`src/sv/tse_pkg.sv`:
```
// Shared types and constants for the tab-to-space expander.
`default_nettype none
package tse_pkg;

	localparam int DEF_EXPLICIT_STOPS = 5;
	localparam int DEF_COLUMN_BITS    = 12;

	// gap registers and their running sums (five gaps of up to 127)
	localparam int GAP_REGS = 5;
	localparam int GAP_W    = 7;
	localparam int SUM_W    = 10;
	localparam int CIDX_W   = 3;
	localparam int SCNT_W   = 3;

	localparam logic [GAP_W-1:0]  DEF_TAB_INC = 7'd8;
	localparam logic [GAP_W-1:0]  DEF_GAP     = 7'd8;
	localparam logic [SCNT_W-1:0] DEF_SCNT    = 3'd0;

	// longest blank run per tab, and the width of a run count
	localparam int RUN_MAX = 64;
	localparam int RUN_W   = 7;

	localparam int QUEUE_DEPTH = 4;

	localparam logic [7:0] TAB_BYTE     = 8'd9;
	localparam logic [7:0] NEWLINE_BYTE = 8'd10;
	localparam logic [7:0] BLANK_BYTE   = 8'd32;

	typedef enum logic [CIDX_W-1:0] {
		REG_TAB_INC    = 3'd0,
		REG_STOP_COUNT = 3'd1,
		REG_GAP_FIRST  = 3'd2,
		REG_GAP_SECOND = 3'd3,
		REG_GAP_THIRD  = 3'd4,
		REG_GAP_FOURTH = 3'd5,
		REG_GAP_FIFTH  = 3'd6
	} cfg_reg_t;

	typedef enum logic [1:0] {
		ST_SUMS,
		ST_PREP,
		ST_DIV,
		ST_RUN
	} front_state_t;

	// one queued word: the byte to emit and how many times
	typedef struct packed {
		logic [7:0]       ch;
		logic [RUN_W-1:0] count;
	} tse_word_t;

endpackage
`default_nettype wire

```
`src/sv/tab_to_space_expander.sv`:
```
// Tab expander with a configurable tab stop list: top level.
//
// Input channel (in_valid, in_stall, in_char) takes one text byte per word.
// Output channel (out_valid, out_stall, out_char, last_of_run) gives one byte
// per word; last_of_run marks the final word caused by an input byte.
// A tab becomes 1 to 64 blanks toward the next stop beyond the column; a
// newline returns the column to zero; other bytes pass and advance it.
// Config channel (cfg_valid, cfg_ready, cfg_index, cfg_data) is always ready;
// write it only while no byte is in flight.
//
// An input word reaches the output through the queue, the back end's word
// register and the output register. Throughput: one ordinary byte per cycle
// while nothing stalls; a tab holds the output side while it emits its blanks,
// and a four-word queue lets the input side keep taking bytes until it fills.
// After reset and after each config write, in_stall stays high through the
// ST_SUMS and ST_PREP states, and also through ST_DIV when the column lies
// beyond the last explicit stop (one remainder bit per cycle).
// A stalled output holds its word; the queue then fills and in_stall rises.
`default_nettype none
module tab_to_space_expander import tse_pkg::*; #(
	parameter int EXPLICIT_STOPS = DEF_EXPLICIT_STOPS,
	parameter int COLUMN_BITS    = DEF_COLUMN_BITS
) (
	input  wire logic              clk,
	input  wire logic              arst_n,
	input  wire logic              cfg_valid,
	output logic                   cfg_ready,
	input  wire logic [CIDX_W-1:0] cfg_index,
	input  wire logic [GAP_W-1:0]  cfg_data,
	input  wire logic              in_valid,
	output logic                   in_stall,
	input  wire logic [7:0]        in_char,
	output logic                   out_valid,
	input  wire logic              out_stall,
	output logic [7:0]             out_char,
	output logic                   last_of_run
);

	tse_word_t push_word, head;
	logic      push, full, pop, empty;

	assign cfg_ready = 1'b1;

	tse_front #(
		.EXPLICIT_STOPS(EXPLICIT_STOPS),
		.COLUMN_BITS   (COLUMN_BITS)
	) u_front (
		.clk      (clk),
		.arst_n   (arst_n),
		.cfg_we   (cfg_valid && cfg_ready),
		.cfg_index(cfg_index),
		.cfg_data (cfg_data),
		.in_valid (in_valid),
		.in_char  (in_char),
		.in_stall (in_stall),
		.q_full   (full),
		.push     (push),
		.push_word(push_word)
	);

	tse_queue u_queue (
		.clk      (clk),
		.arst_n   (arst_n),
		.push     (push),
		.push_word(push_word),
		.full     (full),
		.pop      (pop),
		.empty    (empty),
		.head     (head)
	);

	tse_back u_back (
		.clk        (clk),
		.arst_n     (arst_n),
		.q_empty    (empty),
		.q_head     (head),
		.q_pop      (pop),
		.out_valid  (out_valid),
		.out_stall  (out_stall),
		.out_char   (out_char),
		.last_of_run(last_of_run)
	);

endmodule
`default_nettype wire

```
`src/sv/tse_rem.sv`:
```
// Restoring remainder unit: one dividend bit per cycle.
`default_nettype none
module tse_rem import tse_pkg::*; #(
	parameter int DIVIDEND_W = DEF_COLUMN_BITS
) (
	input  wire logic                  clk,
	input  wire logic                  arst_n,
	input  wire logic                  start,
	input  wire logic [DIVIDEND_W-1:0] dividend,
	input  wire logic [GAP_W-1:0]      divisor,
	output logic                       done,
	output logic [GAP_W-1:0]           rem
);

	localparam int CNT_W = $clog2(DIVIDEND_W + 1);

	logic                  busy_q;
	logic                  done_q;
	logic [CNT_W-1:0]      cnt_q;
	logic [DIVIDEND_W-1:0] dvd_q;
	logic [GAP_W-1:0]      dvs_q;
	logic [GAP_W-1:0]      rem_q;
	logic [GAP_W:0]        trial;

	assign trial = {rem_q, dvd_q[DIVIDEND_W-1]};

	always_ff @(posedge clk or negedge arst_n) begin
		if (!arst_n) begin
			busy_q <= 1'b0;
			done_q <= 1'b0;
			cnt_q  <= '0;
		end else begin
			done_q <= 1'b0;
			if (start) begin
				busy_q <= 1'b1;
				cnt_q  <= CNT_W'(DIVIDEND_W);
			end else if (busy_q) begin
				cnt_q <= cnt_q - 1'b1;
				if (cnt_q == CNT_W'(1)) begin
					busy_q <= 1'b0;
					done_q <= 1'b1;
				end
			end
		end
	end

	always_ff @(posedge clk) begin
		if (start) begin
			rem_q <= '0;
			dvd_q <= dividend;
			dvs_q <= divisor;
		end else if (busy_q) begin
			dvd_q <= dvd_q << 1;
			if (trial >= {1'b0, dvs_q}) begin
				rem_q <= GAP_W'(trial - {1'b0, dvs_q});
			end else begin
				rem_q <= trial[GAP_W-1:0];
			end
		end
	end

	assign done = done_q;
	assign rem  = rem_q;

endmodule
`default_nettype wire

```
`src/sv/tse_front.sv`:
```
// Front end: configuration, column and tab stop tracking, run length per byte.
`default_nettype none
module tse_front import tse_pkg::*; #(
	parameter int EXPLICIT_STOPS = DEF_EXPLICIT_STOPS,
	parameter int COLUMN_BITS    = DEF_COLUMN_BITS
) (
	input  wire logic              clk,
	input  wire logic              arst_n,
	input  wire logic              cfg_we,
	input  wire logic [CIDX_W-1:0] cfg_index,
	input  wire logic [GAP_W-1:0]  cfg_data,
	input  wire logic              in_valid,
	input  wire logic [7:0]        in_char,
	output logic                   in_stall,
	input  wire logic              q_full,
	output logic                   push,
	output tse_word_t              push_word
);

	localparam int NSTOP  = (EXPLICIT_STOPS < GAP_REGS) ? EXPLICIT_STOPS : GAP_REGS;
	localparam int STOP_W = (COLUMN_BITS + 1 > SUM_W) ? COLUMN_BITS + 1 : SUM_W;
	localparam logic [COLUMN_BITS-1:0] COL_MAX = '1;

	front_state_t state_q, state_d;

	logic [GAP_W-1:0]  tab_inc_q;
	logic [SCNT_W-1:0] stop_count_q;
	logic [GAP_W-1:0]  gap_q [GAP_REGS];

	logic [SUM_W-1:0]  sum_c  [GAP_REGS];
	logic [SUM_W-1:0]  psum_q [GAP_REGS];
	logic [SCNT_W-1:0] n_c, n_q;
	logic [SUM_W-1:0]  pn_c, pn_q;

	logic [COLUMN_BITS-1:0] col_q, col_nx;
	logic [STOP_W-1:0]      rep_q, rep_nx;

	logic [GAP_W-1:0]  inc_c;
	logic [STOP_W-1:0] col_ext, pn_ext, inc_ext, nx_ext;
	logic [STOP_W-1:0] exp_stop, stop_c, diff;
	logic              found;
	logic [RUN_W-1:0]  nb_c;
	logic [COLUMN_BITS:0] col_sum;
	logic              is_tab, is_nl, col_le_pn;
	logic              ready, accept, div_start, div_done;
	logic [GAP_W-1:0]  div_rem;

	// configuration registers
	always_ff @(posedge clk or negedge arst_n) begin
		if (!arst_n) begin
			tab_inc_q    <= DEF_TAB_INC;
			stop_count_q <= DEF_SCNT;
			for (int k = 0; k < GAP_REGS; k++) begin
				gap_q[k] <= DEF_GAP;
			end
		end else if (cfg_we) begin
			unique case (cfg_index)
				REG_TAB_INC:    tab_inc_q    <= cfg_data;
				REG_STOP_COUNT: stop_count_q <= cfg_data[SCNT_W-1:0];
				REG_GAP_FIRST:  gap_q[0]     <= cfg_data;
				REG_GAP_SECOND: gap_q[1]     <= cfg_data;
				REG_GAP_THIRD:  gap_q[2]     <= cfg_data;
				REG_GAP_FOURTH: gap_q[3]     <= cfg_data;
				REG_GAP_FIFTH:  gap_q[4]     <= cfg_data;
				default: ;
			endcase
		end
	end

	// explicit stop columns as running sums of the gaps
	always_comb begin
		logic [SUM_W-1:0] acc;
		acc = '0;
		for (int k = 0; k < GAP_REGS; k++) begin
			acc      = acc + SUM_W'(gap_q[k]);
			sum_c[k] = acc;
		end
	end

	assign n_c   = (stop_count_q > SCNT_W'(NSTOP)) ? SCNT_W'(NSTOP) : stop_count_q;
	assign pn_c  = (n_c == '0) ? '0 : sum_c[n_c - 1'b1];
	assign inc_c = (tab_inc_q == '0) ? GAP_W'(1) : tab_inc_q;

	always_ff @(posedge clk) begin
		psum_q <= sum_c;
		n_q    <= n_c;
		pn_q   <= pn_c;
	end

	assign col_ext   = STOP_W'(col_q);
	assign pn_ext    = STOP_W'(pn_q);
	assign inc_ext   = STOP_W'(inc_c);
	assign col_le_pn = (col_ext <= pn_ext);

	// first explicit stop beyond the column, else the repeating stop
	always_comb begin
		found    = 1'b0;
		exp_stop = '0;
		for (int k = 0; k < GAP_REGS; k++) begin
			if (!found && (SCNT_W'(k) < n_q) && (STOP_W'(psum_q[k]) > col_ext)) begin
				found    = 1'b1;
				exp_stop = STOP_W'(psum_q[k]);
			end
		end
	end

	assign stop_c = found ? exp_stop : rep_q;
	assign diff   = stop_c - col_ext;
	assign nb_c   = (diff > STOP_W'(RUN_MAX)) ? RUN_W'(RUN_MAX) : diff[RUN_W-1:0];

	assign is_tab  = (in_char == TAB_BYTE);
	assign is_nl   = (in_char == NEWLINE_BYTE);
	assign col_sum = {1'b0, col_q} + (COLUMN_BITS+1)'(nb_c);

	always_comb begin
		if (is_tab) begin
			col_nx = (col_sum > {1'b0, COL_MAX}) ? COL_MAX : col_sum[COLUMN_BITS-1:0];
		end else if (is_nl) begin
			col_nx = '0;
		end else if (col_q == COL_MAX) begin
			col_nx = col_q;
		end else begin
			col_nx = col_q + 1'b1;
		end
	end

	// repeating stop: rearm at or before the last explicit stop, step on landing
	assign nx_ext = STOP_W'(col_nx);
	always_comb begin
		if (nx_ext <= pn_ext) begin
			rep_nx = pn_ext + inc_ext;
		end else if (nx_ext == rep_q) begin
			rep_nx = rep_q + inc_ext;
		end else begin
			rep_nx = rep_q;
		end
	end

	// recompute the repeating stop after reset and every register write
	always_comb begin
		state_d = state_q;
		if (cfg_we) begin
			state_d = ST_SUMS;
		end else begin
			unique case (state_q)
				ST_SUMS: state_d = ST_PREP;
				ST_PREP: state_d = col_le_pn ? ST_RUN : ST_DIV;
				ST_DIV:  state_d = div_done ? ST_RUN : ST_DIV;
				ST_RUN:  state_d = ST_RUN;
				default: state_d = ST_SUMS;
			endcase
		end
	end

	always_comb begin
		ready     = 1'b0;
		div_start = 1'b0;
		unique case (state_q)
			ST_SUMS: ;
			ST_PREP: div_start = !col_le_pn;
			ST_DIV:  ;
			ST_RUN:  ready = !q_full;
			default: ;
		endcase
	end

	tse_rem #(
		.DIVIDEND_W(COLUMN_BITS)
	) u_rem (
		.clk     (clk),
		.arst_n  (arst_n),
		.start   (div_start),
		.dividend(COLUMN_BITS'(col_ext - pn_ext)),
		.divisor (inc_c),
		.done    (div_done),
		.rem     (div_rem)
	);

	assign accept = in_valid && ready;

	always_ff @(posedge clk or negedge arst_n) begin
		if (!arst_n) begin
			state_q <= ST_SUMS;
			col_q   <= '0;
			rep_q   <= '0;
		end else begin
			state_q <= state_d;
			if (accept) begin
				col_q <= col_nx;
				rep_q <= rep_nx;
			end else if (state_q == ST_PREP && col_le_pn) begin
				rep_q <= pn_ext + inc_ext;
			end else if (state_q == ST_DIV && div_done) begin
				rep_q <= col_ext + inc_ext - STOP_W'(div_rem);
			end
		end
	end

	assign in_stall        = !ready;
	assign push            = accept;
	assign push_word.ch    = is_tab ? BLANK_BYTE : in_char;
	assign push_word.count = is_tab ? nb_c : RUN_W'(1);

endmodule
`default_nettype wire

```
`src/sv/tse_queue.sv`:
```
// Short word queue between the front and back ends.
`default_nettype none
module tse_queue import tse_pkg::*; (
	input  wire logic      clk,
	input  wire logic      arst_n,
	input  wire logic      push,
	input  wire tse_word_t push_word,
	output logic           full,
	input  wire logic      pop,
	output logic           empty,
	output tse_word_t      head
);

	localparam int AW = $clog2(QUEUE_DEPTH);
	localparam int CW = $clog2(QUEUE_DEPTH + 1);

	tse_word_t       mem_q [QUEUE_DEPTH];
	logic [AW-1:0]   wr_q, rd_q;
	logic [CW-1:0]   cnt_q;

	// pointers wrap naturally: depth is a power of two
	always_ff @(posedge clk or negedge arst_n) begin
		if (!arst_n) begin
			wr_q  <= '0;
			rd_q  <= '0;
			cnt_q <= '0;
		end else begin
			if (push) wr_q <= wr_q + 1'b1;
			if (pop)  rd_q <= rd_q + 1'b1;
			if (push && !pop) begin
				cnt_q <= cnt_q + 1'b1;
			end else if (pop && !push) begin
				cnt_q <= cnt_q - 1'b1;
			end
		end
	end

	always_ff @(posedge clk) begin
		if (push) mem_q[wr_q] <= push_word;
	end

	assign full  = (cnt_q == CW'(QUEUE_DEPTH));
	assign empty = (cnt_q == '0);
	assign head  = mem_q[rd_q];

endmodule
`default_nettype wire

```
`src/sv/tse_back.sv`:
```
// Back end: expand queued words into output bytes behind an output register.
`default_nettype none
module tse_back import tse_pkg::*; (
	input  wire logic      clk,
	input  wire logic      arst_n,
	input  wire logic      q_empty,
	input  wire tse_word_t q_head,
	output logic           q_pop,
	output logic           out_valid,
	input  wire logic      out_stall,
	output logic [7:0]     out_char,
	output logic           last_of_run
);

	tse_word_t cur_q;
	logic      cur_v_q;
	logic      out_v_q;
	logic [7:0] out_char_q;
	logic      last_q;
	logic      slot_free, emit, finish;

	assign slot_free = !out_v_q || !out_stall;
	assign emit      = cur_v_q && slot_free;
	assign finish    = emit && (cur_q.count == RUN_W'(1));
	assign q_pop     = (!cur_v_q || finish) && !q_empty;

	always_ff @(posedge clk or negedge arst_n) begin
		if (!arst_n) begin
			cur_v_q <= 1'b0;
			out_v_q <= 1'b0;
		end else begin
			if (q_pop) begin
				cur_v_q <= 1'b1;
			end else if (finish) begin
				cur_v_q <= 1'b0;
			end
			if (emit) begin
				out_v_q <= 1'b1;
			end else if (slot_free) begin
				out_v_q <= 1'b0;
			end
		end
	end

	always_ff @(posedge clk) begin
		if (q_pop) begin
			cur_q <= q_head;
		end else if (emit) begin
			cur_q.count <= cur_q.count - 1'b1;
		end
		if (emit) begin
			out_char_q <= cur_q.ch;
			last_q     <= (cur_q.count == RUN_W'(1));
		end
	end

	assign out_valid   = out_v_q;
	assign out_char    = out_char_q;
	assign last_of_run = last_q;

endmodule
`default_nettype wire

```
`config.mk`:
```
export PLATFORM = sky130hd
export DESIGN_NAME = tab_to_space_expander
export DESIGN_NICKNAME = d
export VERILOG_FILES = /design/src/sv/tse_pkg.sv /design/src/sv/tab_to_space_expander.sv /design/src/sv/tse_rem.sv /design/src/sv/tse_front.sv /design/src/sv/tse_queue.sv /design/src/sv/tse_back.sv
export SDC_FILE = /design/constraint.sdc
export NUM_CORES = 1
export LEC_CHECK = 0
export ABC_AREA = 1
export BUFFER_PORTS_ARGS = -buffer_cell sky130_fd_sc_hd__buf_2
export CAP_MARGIN = 20
export CORE_MARGIN = 2
export CORE_UTILIZATION = 60
export DETAILED_ROUTE_END_ITERATION = 16
export GPL_ROUTABILITY_DRIVEN = 0
export GPL_TIMING_DRIVEN = 0
export PLACE_DENSITY = 0.77
export SLEW_MARGIN = 20
export SYNTH_ARGS = -nofsm -noshare
export SYNTH_HDL_FRONTEND = slang
export SYNTH_SLANG_ARGS = --single-unit
```
`constraint.sdc`:
```
create_clock -name clk -period 18.02 [get_ports clk]
set_clock_uncertainty 0.15 [all_clocks]
set_input_delay 1.802 -clock clk [delete_from_list [all_inputs] [get_ports clk]]
set_output_delay 1.802 -clock clk [all_outputs]
set_load 0.05 [all_outputs]
```
* Word level (Yosys, flattened, before mapping) *
Memories as Yosys holds them, arrays and structs flattened.
Cells that the tools add are included.

cells by class
  $add $sub $neg = 20
  order comparisons = 17
  eq/ne operators = 17
  mux-type cells = 55
  bitwise logic cells = 1
  reduce and logical (&&, ||, !) cells = 51

operator list
  cell                   number
  $mux 13                6
  $mux 12                6
  $mux 10                6
  $mux 7                 7
  $gt 10x12->1           4
  $add 10x7->10          3
  $bmux 10 s3            1
  $add 12x7->13          2
  $le 12x10->1           2
  $mux 1                 21
  $logic_and 1x1->1      17
  $eq 8x4->1 const B     2
  $reduce_and 2->1       8
  $add 13x7->13          1
  $eq 12x13->1           1
  $gt 13x12->1 const B   1
  $gt 13x7->1 const B    1
  $logic_not 1->1        13
  $sub 13x12->13         1
  $sub 13x7->13          1
  $add 12x1->12 const B  1
  $eq 12x12->1 const B   1
  $eq 3x3->1 const B     4
  $gt 7x12->1            1
  34 further kinds       50

storage, ports and cells
  bits in registers = 197
  RAM bits = 60
  input port bits = 23
  logic and storage cells = 194
  memories = 1

memory list
  memory         words  width  read ports  clocked after Yosys merged registers in  write ports  RTL line         text
  u_queue.mem_q  4      15     1           0                                        1            tse_queue.sv:17  tse_word_t mem_q [QUEUE_DEPTH];

* Logic depth before layout (Yosys ltp) *
Gate-level depths: netlist of run 1.

  depth after elaboration = 31
  depth in mapped cells = 57

* Modules after synthesis *
Synthesis of run 1 repeated with hierarchy kept, for this count alone.

second synthesis, totals
  cell total of the unflattened synthesis = 2260
  area, all modules = 17498.0 µm²

modules (own cells, without submodules)
  module                 times used  cells an instance  area an instance (µm²)  seq. area each (µm²)
  tse_front              1           1757               11863.9                 2950.3
  tse_queue              1           223                2857.7                  1976.9
  tse_rem                1           197                1701.6                  860.8
  tse_back               1           81                 1063.5                  770.7
  tab_to_space_expander  1           2                  11.3                    0.0

* Least setup slack after synthesis of run 1 *
No wires, ideal clock.

  path kind = flip-flop to flip-flop
  from = reg u_front.col_q[1]
  to = reg u_front.rep_q[7]
  setup time = 0.117 ns
  arrival time = 6.814 ns
  setup slack = 10.939 ns
  stages on the path, launching flop included = 51
  cells stage by stage = dfrtp_1 -> inv_1 -> ha_1 -> inv_1 -> nor2_1 -> nor2_1 -> o21ai_0 -> nand2_1 -> nand2_1 -> nand3_1 -> o21ai_1 -> inv_1 -> nand2_1 -> nor2_1 -> inv_1 -> o211ai_1 -> nor2_1 -> ha_1 -> (+15 left out) -> nor2_8 -> nand2_1 -> nand2_1 -> inv_1 -> ha_1 -> a21oi_1 -> a21oi_1 -> a211oi_1 -> nand2_1 -> nand2_1 -> nand2_2 -> nor2_4 -> nor2_4 -> nand2_2 -> nand2_2 -> buf_6 -> nand2_1 -> nand2_1

on the way
  cells in the longest elaborated chain, start to end = 30
  elaborated cells on any way between the ends = 53
  classes of those cells = add/sub: 5; order compare: 9; eq/ne: 3; mux: 20; reduce/logical: 16

RTL lines
  item                                                                 RTL line                            text
  start, declared                                                      tse_front.sv:35                     logic [COLUMN_BITS-1:0] col_q, col_nx;
  start signal, assigned                                               tse_front.sv:189                    col_q <= col_nx;
  $gt 7x12->1                                                          tse_front.sv:100                    if (!found && (SCNT_W'(k) < n_q) && (STOP_W'(psum_q[k]) > col_ext)) begin
  $logic_and 1x1->1                                                    tse_front.sv:100
  $mux 1                                                               tse_front.sv:100
  $logic_not 1->1                                                      tse_front.sv:100
  $logic_and 1x1->1 (2 in a row)                                       tse_front.sv:100
  $mux 1                                                               tse_front.sv:100
  $logic_not 1->1                                                      tse_front.sv:100
  $logic_and 1x1->1 (2 in a row)                                       tse_front.sv:100
  (+13 left out)                                                       --
  $add 12x7->13                                                        tse_front.sv:113                    assign col_sum = {1'b0, col_q} + (COLUMN_BITS+1)'(nb_c);
  $gt 13x12->1                                                         tse_front.sv:117                    col_nx = (col_sum > {1'b0, COL_MAX}) ? COL_MAX : col_sum[COLUMN_BITS-1:0];
  $mux 12                                                              tse_front.sv:117
  $mux 12 (*)                                                          tse_front.sv:116                    if (is_tab) begin
  via u_front.col_nx[7]                                                tse_front.sv:35
  $le 12x10->1 / $eq 12x13->1 (equally long branches)                  tse_front.sv:130, tse_front.sv:132
  $ne 3x3->1 (no source line) / $mux 13 (equally long branches)        --
  $reduce_and 2->1 (no source line) / $mux 13 (equally long branches)  --
  end signal, assigned                                                 tse_front.sv:190                    rep_q <= rep_nx;
  end signal, assigned                                                 tse_front.sv:192                    rep_q <= pn_ext + inc_ext;
  end signal, assigned                                                 tse_front.sv:194                    rep_q <= col_ext + inc_ext - STOP_W'(div_rem);
  end, declared                                                        tse_front.sv:36                     logic [STOP_W-1:0] rep_q, rep_nx;

The timed path passes the listed nets; every way through them passes the cells marked *. The select of a mux whose other input is x is not followed.
A chain may end at the register's enable or synchronous reset.

* Worst setup path in the final report of run 1 *
  from = reg u_front.col_q[1]
  to = reg u_front.rep_q[6]

The elaborated chain is that of the path after synthesis.

==> run metrics, run 1 <==
Synth Flop Type edfxtp_1; IO Pins 35; H-tree depth 1; max incr delay on CP 0.62 ns; Slew headroom around a third; setup tns final 0 ns; register area share after synthesis about two fifths; synth cell count leaders nand2_1 (509), inv_1 (282), o21ai_0 (200); DR vias/cell ~5.7; core area ~0.028 mm^2; share of the synthesized area in the top cell type 18.41%; drt wl/cell around 18 um; vias in the first global route between 10000 and 15000; first-pass GRT wire length approximately 72 mm; DRT iter0 DRCs ~1500; Yosys warning count 0; Synth Net Count 2322; cell mode on critical path nand2_1; ANT cells 0; DRT Wirelength about 46 mm; initial antenna violation count 0; Final min period just over 9 ns; Async SR Flop Fraction approximately a third; First-pass DRT Iterations 6; synth unique cells between 50 and 60; post-route ant nets 0; mapped cell area around 0.017 mm^2; Die H between 150 and 200 um; Final nets 2387; CP endpoint kind register; CTS Buffer Depth 3; outcome finished clean; Rows 61; grt met3 use between 3 and 4%; WP data arrival between 9 and 10 ns; DRC Markers 0; die width ~170 um; RSZ-0062 raised after global routing false; grt ovf 0; worst min path class reg2reg; Critical Path RT between 15 and 20 ns; area leader, netlist edfxtp_1; CTS Buf Count 28; max-cap check violation count 0; Post-synth EDFFs a little over 100; all-layer global routing usage a little under a third; Root Buffer clkbuf_16; met1 GRT Util between 40% and 50%; Clock Sinks 254; Worst-path clk slew about 0.07 ns; Critical Path Source Type register; Crit Path Category reg2reg; synth top area cells edfxtp_1 (18%), ha_1 (12%), dfrtp_1 (12%), nand2_1 (11%), dfxtp_1 (7.6%); largest net degree at the start of global routing 54; Slew Viols, Final 0; Vias approximately 15000; post_cts resized 0; GR peak layer met2; fin crit share between 50% and 60%; actual slew at the worst max-slew pin slightly below 1 ns; Fmax achieved ~110 MHz; detailed placer's ending HPWL between 30 and 40 mm; die area roughly 0.029 mm^2; Port Buf Inserts 33; Final Hold Viols 0; #FFs+latches synth ~250; met2 Usage GRT between 50% and 60%; setup violators final 0; hold_buf cts 0; most common cell in the synthesized netlist nand2_1; share of layout cells above drive strength 1 under 10%; Worst-Skew Late Latency ~0.56 ns; starting density of the core between 60% and 70%; Avg Inst Size Synth approximately 8 um^2; Mapped Cells around 2100; CP max FO 10; Post-CTS Setup Bufs 0; Critical-path top delay cell dfrtp_1; P&R area growth vs syn 9.510%; CTS tree yes
## layout make-up
type,count,area [um^2]
Fill cell,2339,9308
Tap cell,378,473.0
Inverter,288,1084
Timing Repair Buffer,35,214.0
Sequential cell,254,6559
Clock buffer,37,810.8
Clock inverter,15,90.09
Buffer,50,226.5
Multi-Input combinational cell,1526,8941
## flip-flops by register name, indices dropped and copies added (netlist names), 2 cells and up
| register | cells |
|---|---|
| u_front.u_rem.cnt_q | 4 |
| u_front.tab_inc_q | 7 |
| u_front.stop_count_q | 3 |
| u_front.u_rem.rem | 7 |
| u_queue.wr_q | 2 |
| u_front.gap_q | 35 |
| u_front.n_q | 3 |
| u_queue.mem_q | 60 |
| u_front.state_q | 2 |
| u_front.pn_q | 10 |
| u_front.u_rem.dvd_q | 12 |
| u_queue.rd_q | 2 |
| u_back.out_char | 8 |
| u_queue.cnt_q | 3 |
| u_front.u_rem.dvs_q | 7 |
| u_back.cur_q | 15 |
| u_front.rep_q | 13 |
| u_front.psum_q | 44 |
| u_front.col_q | 12 |
## cells in the final DEF (no fill, tap or decap), types with 30 or more instances in the layout
cell	netlist	final
edfxtp_1	103	103
xor2_1	55	55
buf_2	4	36
inv_1	282	282
clkbuf_16	0	30
nand3_1	115	115
dfrtp_1	81	81
nor2_1	160	156
a21oi_1	118	118
o21ai_0	200	200
nand2_1	509	509
ha_1	163	163
clkbuf_1	40	43
dfxtp_1	64	64
xnor2_1	32	32
## per-layer routing
| metal | share of wire (%) | vias up |
|---|---|---|
| met5 | 0 | - |
| met1 | 42 | 6917 |
| li1 | - | 7156 |
| met4 | 4.9 | 0 |
| met2 | 46 | 591 |
| met3 | 7.5 | 146 |
## final timing paths
| path | startpoint | endpoint | slack (ns) | depth (start not counted) |
|---|---|---|---|---|
| max in group asynchronous | arst_n | u_front.gap_q[3]$_DFFE_PN1P_ | 16.06 | 2 |
| worst max register to register | u_front.col_q[1]$_DFFE_PN0P_ | u_front.rep_q[6]$_DFFE_PN0P_ | 8.70 | 51 |
| worst min-delay path | u_back.cur_q[7]$_DFFE_PP_ | u_back.out_char[0]$_DFFE_PP_ | 0.27 | 0 |
| worst min register to register | u_back.cur_q[7]$_DFFE_PP_ | u_back.out_char[0]$_DFFE_PP_ | 0.27 | 0 |
| worst max-delay path | u_front.col_q[1]$_DFFE_PN0P_ | u_front.rep_q[6]$_DFFE_PN0P_ | 8.70 | 51 |
| min in group asynchronous | arst_n | u_front.col_q[2]$_DFFE_PN0P_ | 1.00 | 1 |
## metrics by stage
step / setup slack, ns / std cells / utilization, % / instance area (um^2) / hold slack, ns
final: 8.698 / 2583 / 66.40 / 18400 / 0.2697
after global routing: 8.046 / 2583 / 66.40 / 18400 / 0.2759
after CTS: 8.932 / 2583 / 66.40 / 18400 / 0.2695
after detailed placement: 9.017 / 2531 / 63.15 / 17500 / 0.2554
after global placement: 9.216 / 2529 / 62.94 / 17440 / 0.2573
after floorplan: 10.94 / 2118 / - / 16800 / 0.2418
## cells by family (layout without fill, tap and decap cells)
| group | Yosys count | after routing | share of synthesized area, % |
|---|---|---|---|
| multiplexers | 1 | 1 | 0.06702 |
| AND/OR/NAND/NOR | 857 | 857 | 21.38 |
| buffers and inverters | 338 | 425 | 7.798 |
| XOR/XNOR | 87 | 87 | 4.536 |
| other | 1 | 1 | 0.02232 |
| adder cells (fa/ha/maj) | 181 | 181 | 14.28 |
| flip-flops | 254 | 254 | 39.04 |
| AO/OA/AOI/OAI | 399 | 399 | 12.87 |
## worst max-delay path, delay by kind of cell, from the launching register on
| kind | cells | cell delay (ns) |
|---|---|---|
| xor gates and xnor gates | 1 | 0.30 |
| DFF | 1 | 0.62 |
| and+or+nand+nor | 30 | 3.84 |
| adders and majority gates | 5 | 1.85 |
| buffers and inverters | 7 | 1.01 |
| AOI/OAI and AO/OA | 8 | 1.41 |
Power of run 1 is not shown: default switching activity piles up to over one toggle a cycle in this logic, so the estimate is an artifact.
==> inputs of run 2 (changes only) <==
ABC_AREA = 0   (was 1)
CORE_UTILIZATION = 58   (was 60)
PLACE_DENSITY = 0.78   (was 0.77)
clock period = 8.3 ns   (was 18.02 ns; I/O delays follow)
==> run 2 against run 1 <==
Compared with the run above:
- the flow now finishes with violations (negative setup slack)
- non-clock buffer count grew 99
- via count increased by 0.63%
- clock-buffer cell count shrank 1
- critical path depth shrank 10
- synthesized cell count is 19% lower
- wire length grew 13%
- critical path type unchanged
- largest cell class unchanged
- highest routed layer unchanged
==> run metrics, run 2 <==
DRT iter0 DRCs 1690 (was 1466); Slew headroom 22.13% (was 33.71%); die area 0.03049 mm^2 (was 0.02935 mm^2); Die H 174.6 um (was 171.3 um); core area 0.02870 mm^2 (was 0.02771 mm^2); Critical Path Source Type register (unchanged); fin crit share 107.3% (was 51.73%); Rows 62 (was 61); Slew Viols, Final 0 (unchanged); mapped cell area 0.01688 mm^2 (was 0.01680 mm^2); RSZ-0062 raised after global routing true (was false); #FFs+latches synth 254 (unchanged); all-layer global routing usage 32.03% (was 31.33%); DRC Markers 0 (unchanged); most common cell in the synthesized netlist ha_1 (was nand2_1); Lkg Pwr between 8 and 9 nW; initial antenna violation count 1 (was 0); DP Worst Slack -1.806 ns (was 9.017 ns); Crit Path Category reg2reg (unchanged); Synth Flop Type edfxtp_1 (unchanged); DR vias/cell 6.583 (was 5.734); synth top area cells edfxtp_1 (18%), ha_1 (12%), dfrtp_1 (12%), dfxtp_1 (7.6%), mux2_2 (3.2%) (was edfxtp_1 (18%), ha_1 (12%), dfrtp_1 (12%), nand2_1 (11%), dfxtp_1 (7.6%)); synth cell count leaders ha_1 (163), inv_1 (125), nand2_1 (122), nor2_1 (122), o21ai_0 (107) (was nand2_1 (509), inv_1 (282), o21ai_0 (200)); first-pass GRT wire length 77.11 mm (was 71.86 mm); Int Pwr about 5 mW; drt wl/cell 22.80 um (was 17.64 um); CP max FO 8 (was 10); DRT Wirelength 51.63 mm (was 45.56 mm); Post-synth EDFFs 103 (unchanged); Async SR Flop Fraction 34.25% (unchanged); P&R area growth vs syn 19.93% (was 9.510%); Yosys warning count 0 (unchanged); Final nets 2062 (was 2387); area leader, netlist edfxtp_1 (unchanged); Largest register FFs 60 (unchanged); share of layout cells above drive strength 1 22.78% (was 6.032%); max incr delay on CP 0.40 ns (was 0.62 ns); Port Buf Inserts 30 (was 33); grt ovf 0 (unchanged); WP data arrival 9.19 ns (was 9.62 ns); most common cell after layout, fill and taps aside ha_1 (was nand2_1); register area share after synthesis 38.85% (was 39.04%); Power Dens Cells 468.7 mW/mm^2; sequential group share of total power 21.6%; max-cap check violation count 0 (unchanged); die width 174.6 um (was 171.3 um); detailed placer's ending HPWL 34.60 mm (was 34.98 mm); Critical Path RT 8.59 ns (was 18.32 ns); CP endpoint kind register (unchanged); failing checks negative setup slack; H-tree depth 1 (unchanged); Mapped Cells 1712 (was 2118); actual slew at the worst max-slew pin 1.157 ns (was 0.9839 ns); Avg Inst Size Synth 9.861 um^2 (was 7.932 um^2); largest net degree at the start of global routing 76 (was 54); starting density of the core 58.81% (was 60.64%); total power ~9.5 mW; Worst-path clk slew 0.07 ns (about the same); final setup margin -0.6037 ns (was 8.698 ns); setup violators final 13 (was 0); most frequent cells in the layout ha_1 (143), nand2_1 (119), inv_1 (114) (was nand2_1 (509), inv_1 (282), o21ai_0 (200)); post-route ant nets 0 (unchanged); synth unique cells 89 (was 53); Worst VDD drop 0.0002936 V; Sw Pwr between 4 and 5 mW; worst min path class reg2reg (unchanged); CTS Buffer Depth 3 (unchanged); Final min period 8.904 ns (was 9.322 ns); IO Pins 35 (unchanged); combinational share of power 65.5%; Root Buffer clkbuf_16 (unchanged); Biggest register u_queue.mem_q (unchanged); Regs by FF count u_queue.mem_q: 60 flops, u_front.psum_q: 44 flops, u_front.gap_q: 35 flops (unchanged); Final Hold Viols 0 (unchanged); clock power share about an eighth; Worst-Skew Late Latency 0.57 ns (was 0.56 ns); cell mode on critical path a21oi_2 (was nand2_1); Clock Sinks 254 (unchanged); Vias 14900 (was 14810); switch share 47.70%; First-pass DRT Iterations 5 (was 6); setup tns final -6.607 ns (was 0 ns); Fmax achieved 112.3 MHz (was 107.3 MHz); Synth Net Count 1916 (was 2322); vias in the first global route 14560 (was 14160); outcome finished, violations left (was finished clean); Critical-path top delay cell dfrtp_2 (was dfrtp_1); share of the synthesized area in the top cell type 18.32% (was 18.41%); CTS tree yes (unchanged); CTS Buf Count 27 (was 28)
run 2: cell families after synthesis:
| family | share of synthesized area, % |
|---|---|
| other cells | 0.02221 |
| simple gates | 15.07 |
| buf+inv | 4.358 |
| compound gates | 16.05 |
| flops | 38.85 |
| mux | 7.545 |
| fa+ha+maj | 14.22 |
| xor+xnor | 3.891 |
run 2: worst max-delay path, delay by kind of cell, from the launching register on:
kind	cells	cell delay [ns]
flip-flops	1	0.40
AO/OA/AOI/OAI	21	4.31
buffers and inverters	6	1.16
AND/OR/NAND/NOR	7	0.93
adder cells (fa/ha/maj)	5	1.31
multiplexers	2	0.53
run 2: cell type report:
type	instances	area, um^2
Antenna cell	1	2.502
Buffer	57	281.5
Clock buffer	36	754.5
Clock inverter	14	125.1
Fill cell	2006	8457
Inverter	126	518.0
Multi-Input combinational cell	1265	10550
Sequential cell	254	6573
Tap cell	384	480.5
Timing Repair Buffer	127	957.2
run 2: through the flow:
step / instance area, um^2 / utilization (%) / std cells / hold slack, ns
after global routing: 20240 / 70.53 / 2263 / 0.2736
after floorplan: 17010 / - / 1712 / 0.2327
after detailed placement: 17680 / 61.60 / 2127 / 0.2566
final: 20250 / 70.54 / 2264 / 0.2738
after CTS: 19640 / 68.44 / 2236 / 0.2712
after global placement: 17640 / 61.47 / 2126 / 0.2527
run 2: routing by layer:
layer | vias up | GRT usage (%) | share of wire (%)
li1 | 6614 | - | -
met5 | - | 0 | 0
met2 | 900 | 52.74 | 46
met4 | 0 | 17.92 | 7.2
met1 | 7091 | 40.03 | 37
met3 | 299 | 5.788 | 9.8
run 2: power groups by stage:
stage	combinational [mW]	clock [mW]	sequential, mW
after floorplan	3.97	0	1.90
after global placement	4.98	0	2.05
after detailed placement	5.19	0	2.06
after CTS	5.68	1.22	2.02
after global routing	6.78	1.28	2.07
final	6.22	1.22	2.05
run 2: final timing paths:
check	start	end	slack, ns	cells after the start
hold reg to reg	u_back.cur_q[12]$_DFFE_PP_	u_back.out_char[5]$_DFFE_PP_	0.27	0
setup reg to reg	u_front.col_q[6]$_DFFE_PN0P_	u_front.rep_q[0]$_DFFE_PN0P_	-0.60	41
max in group asynchronous	arst_n	u_front.gap_q[17]$_DFFE_PN1P_	6.80	3
min in group asynchronous	arst_n	u_queue.wr_q[1]$_DFFE_PN0P_	0.51	2
hold / removal	u_back.cur_q[12]$_DFFE_PP_	u_back.out_char[5]$_DFFE_PP_	0.27	0
setup / recovery	u_front.col_q[6]$_DFFE_PN0P_	u_front.rep_q[0]$_DFFE_PN0P_	-0.60	41
run 2: what timing repair did:
item                                   4_1_cts  5_1_grt
gates resized for setup                    139       83
cloned                                       1        0
setup endpoints to repair                   13       13
buffers inserted                            63       32
endpoints found under the hold margin       12        0
pin swaps                                   54       52
hold buffers                                 1        0
(Power assumes the default switching activity.)
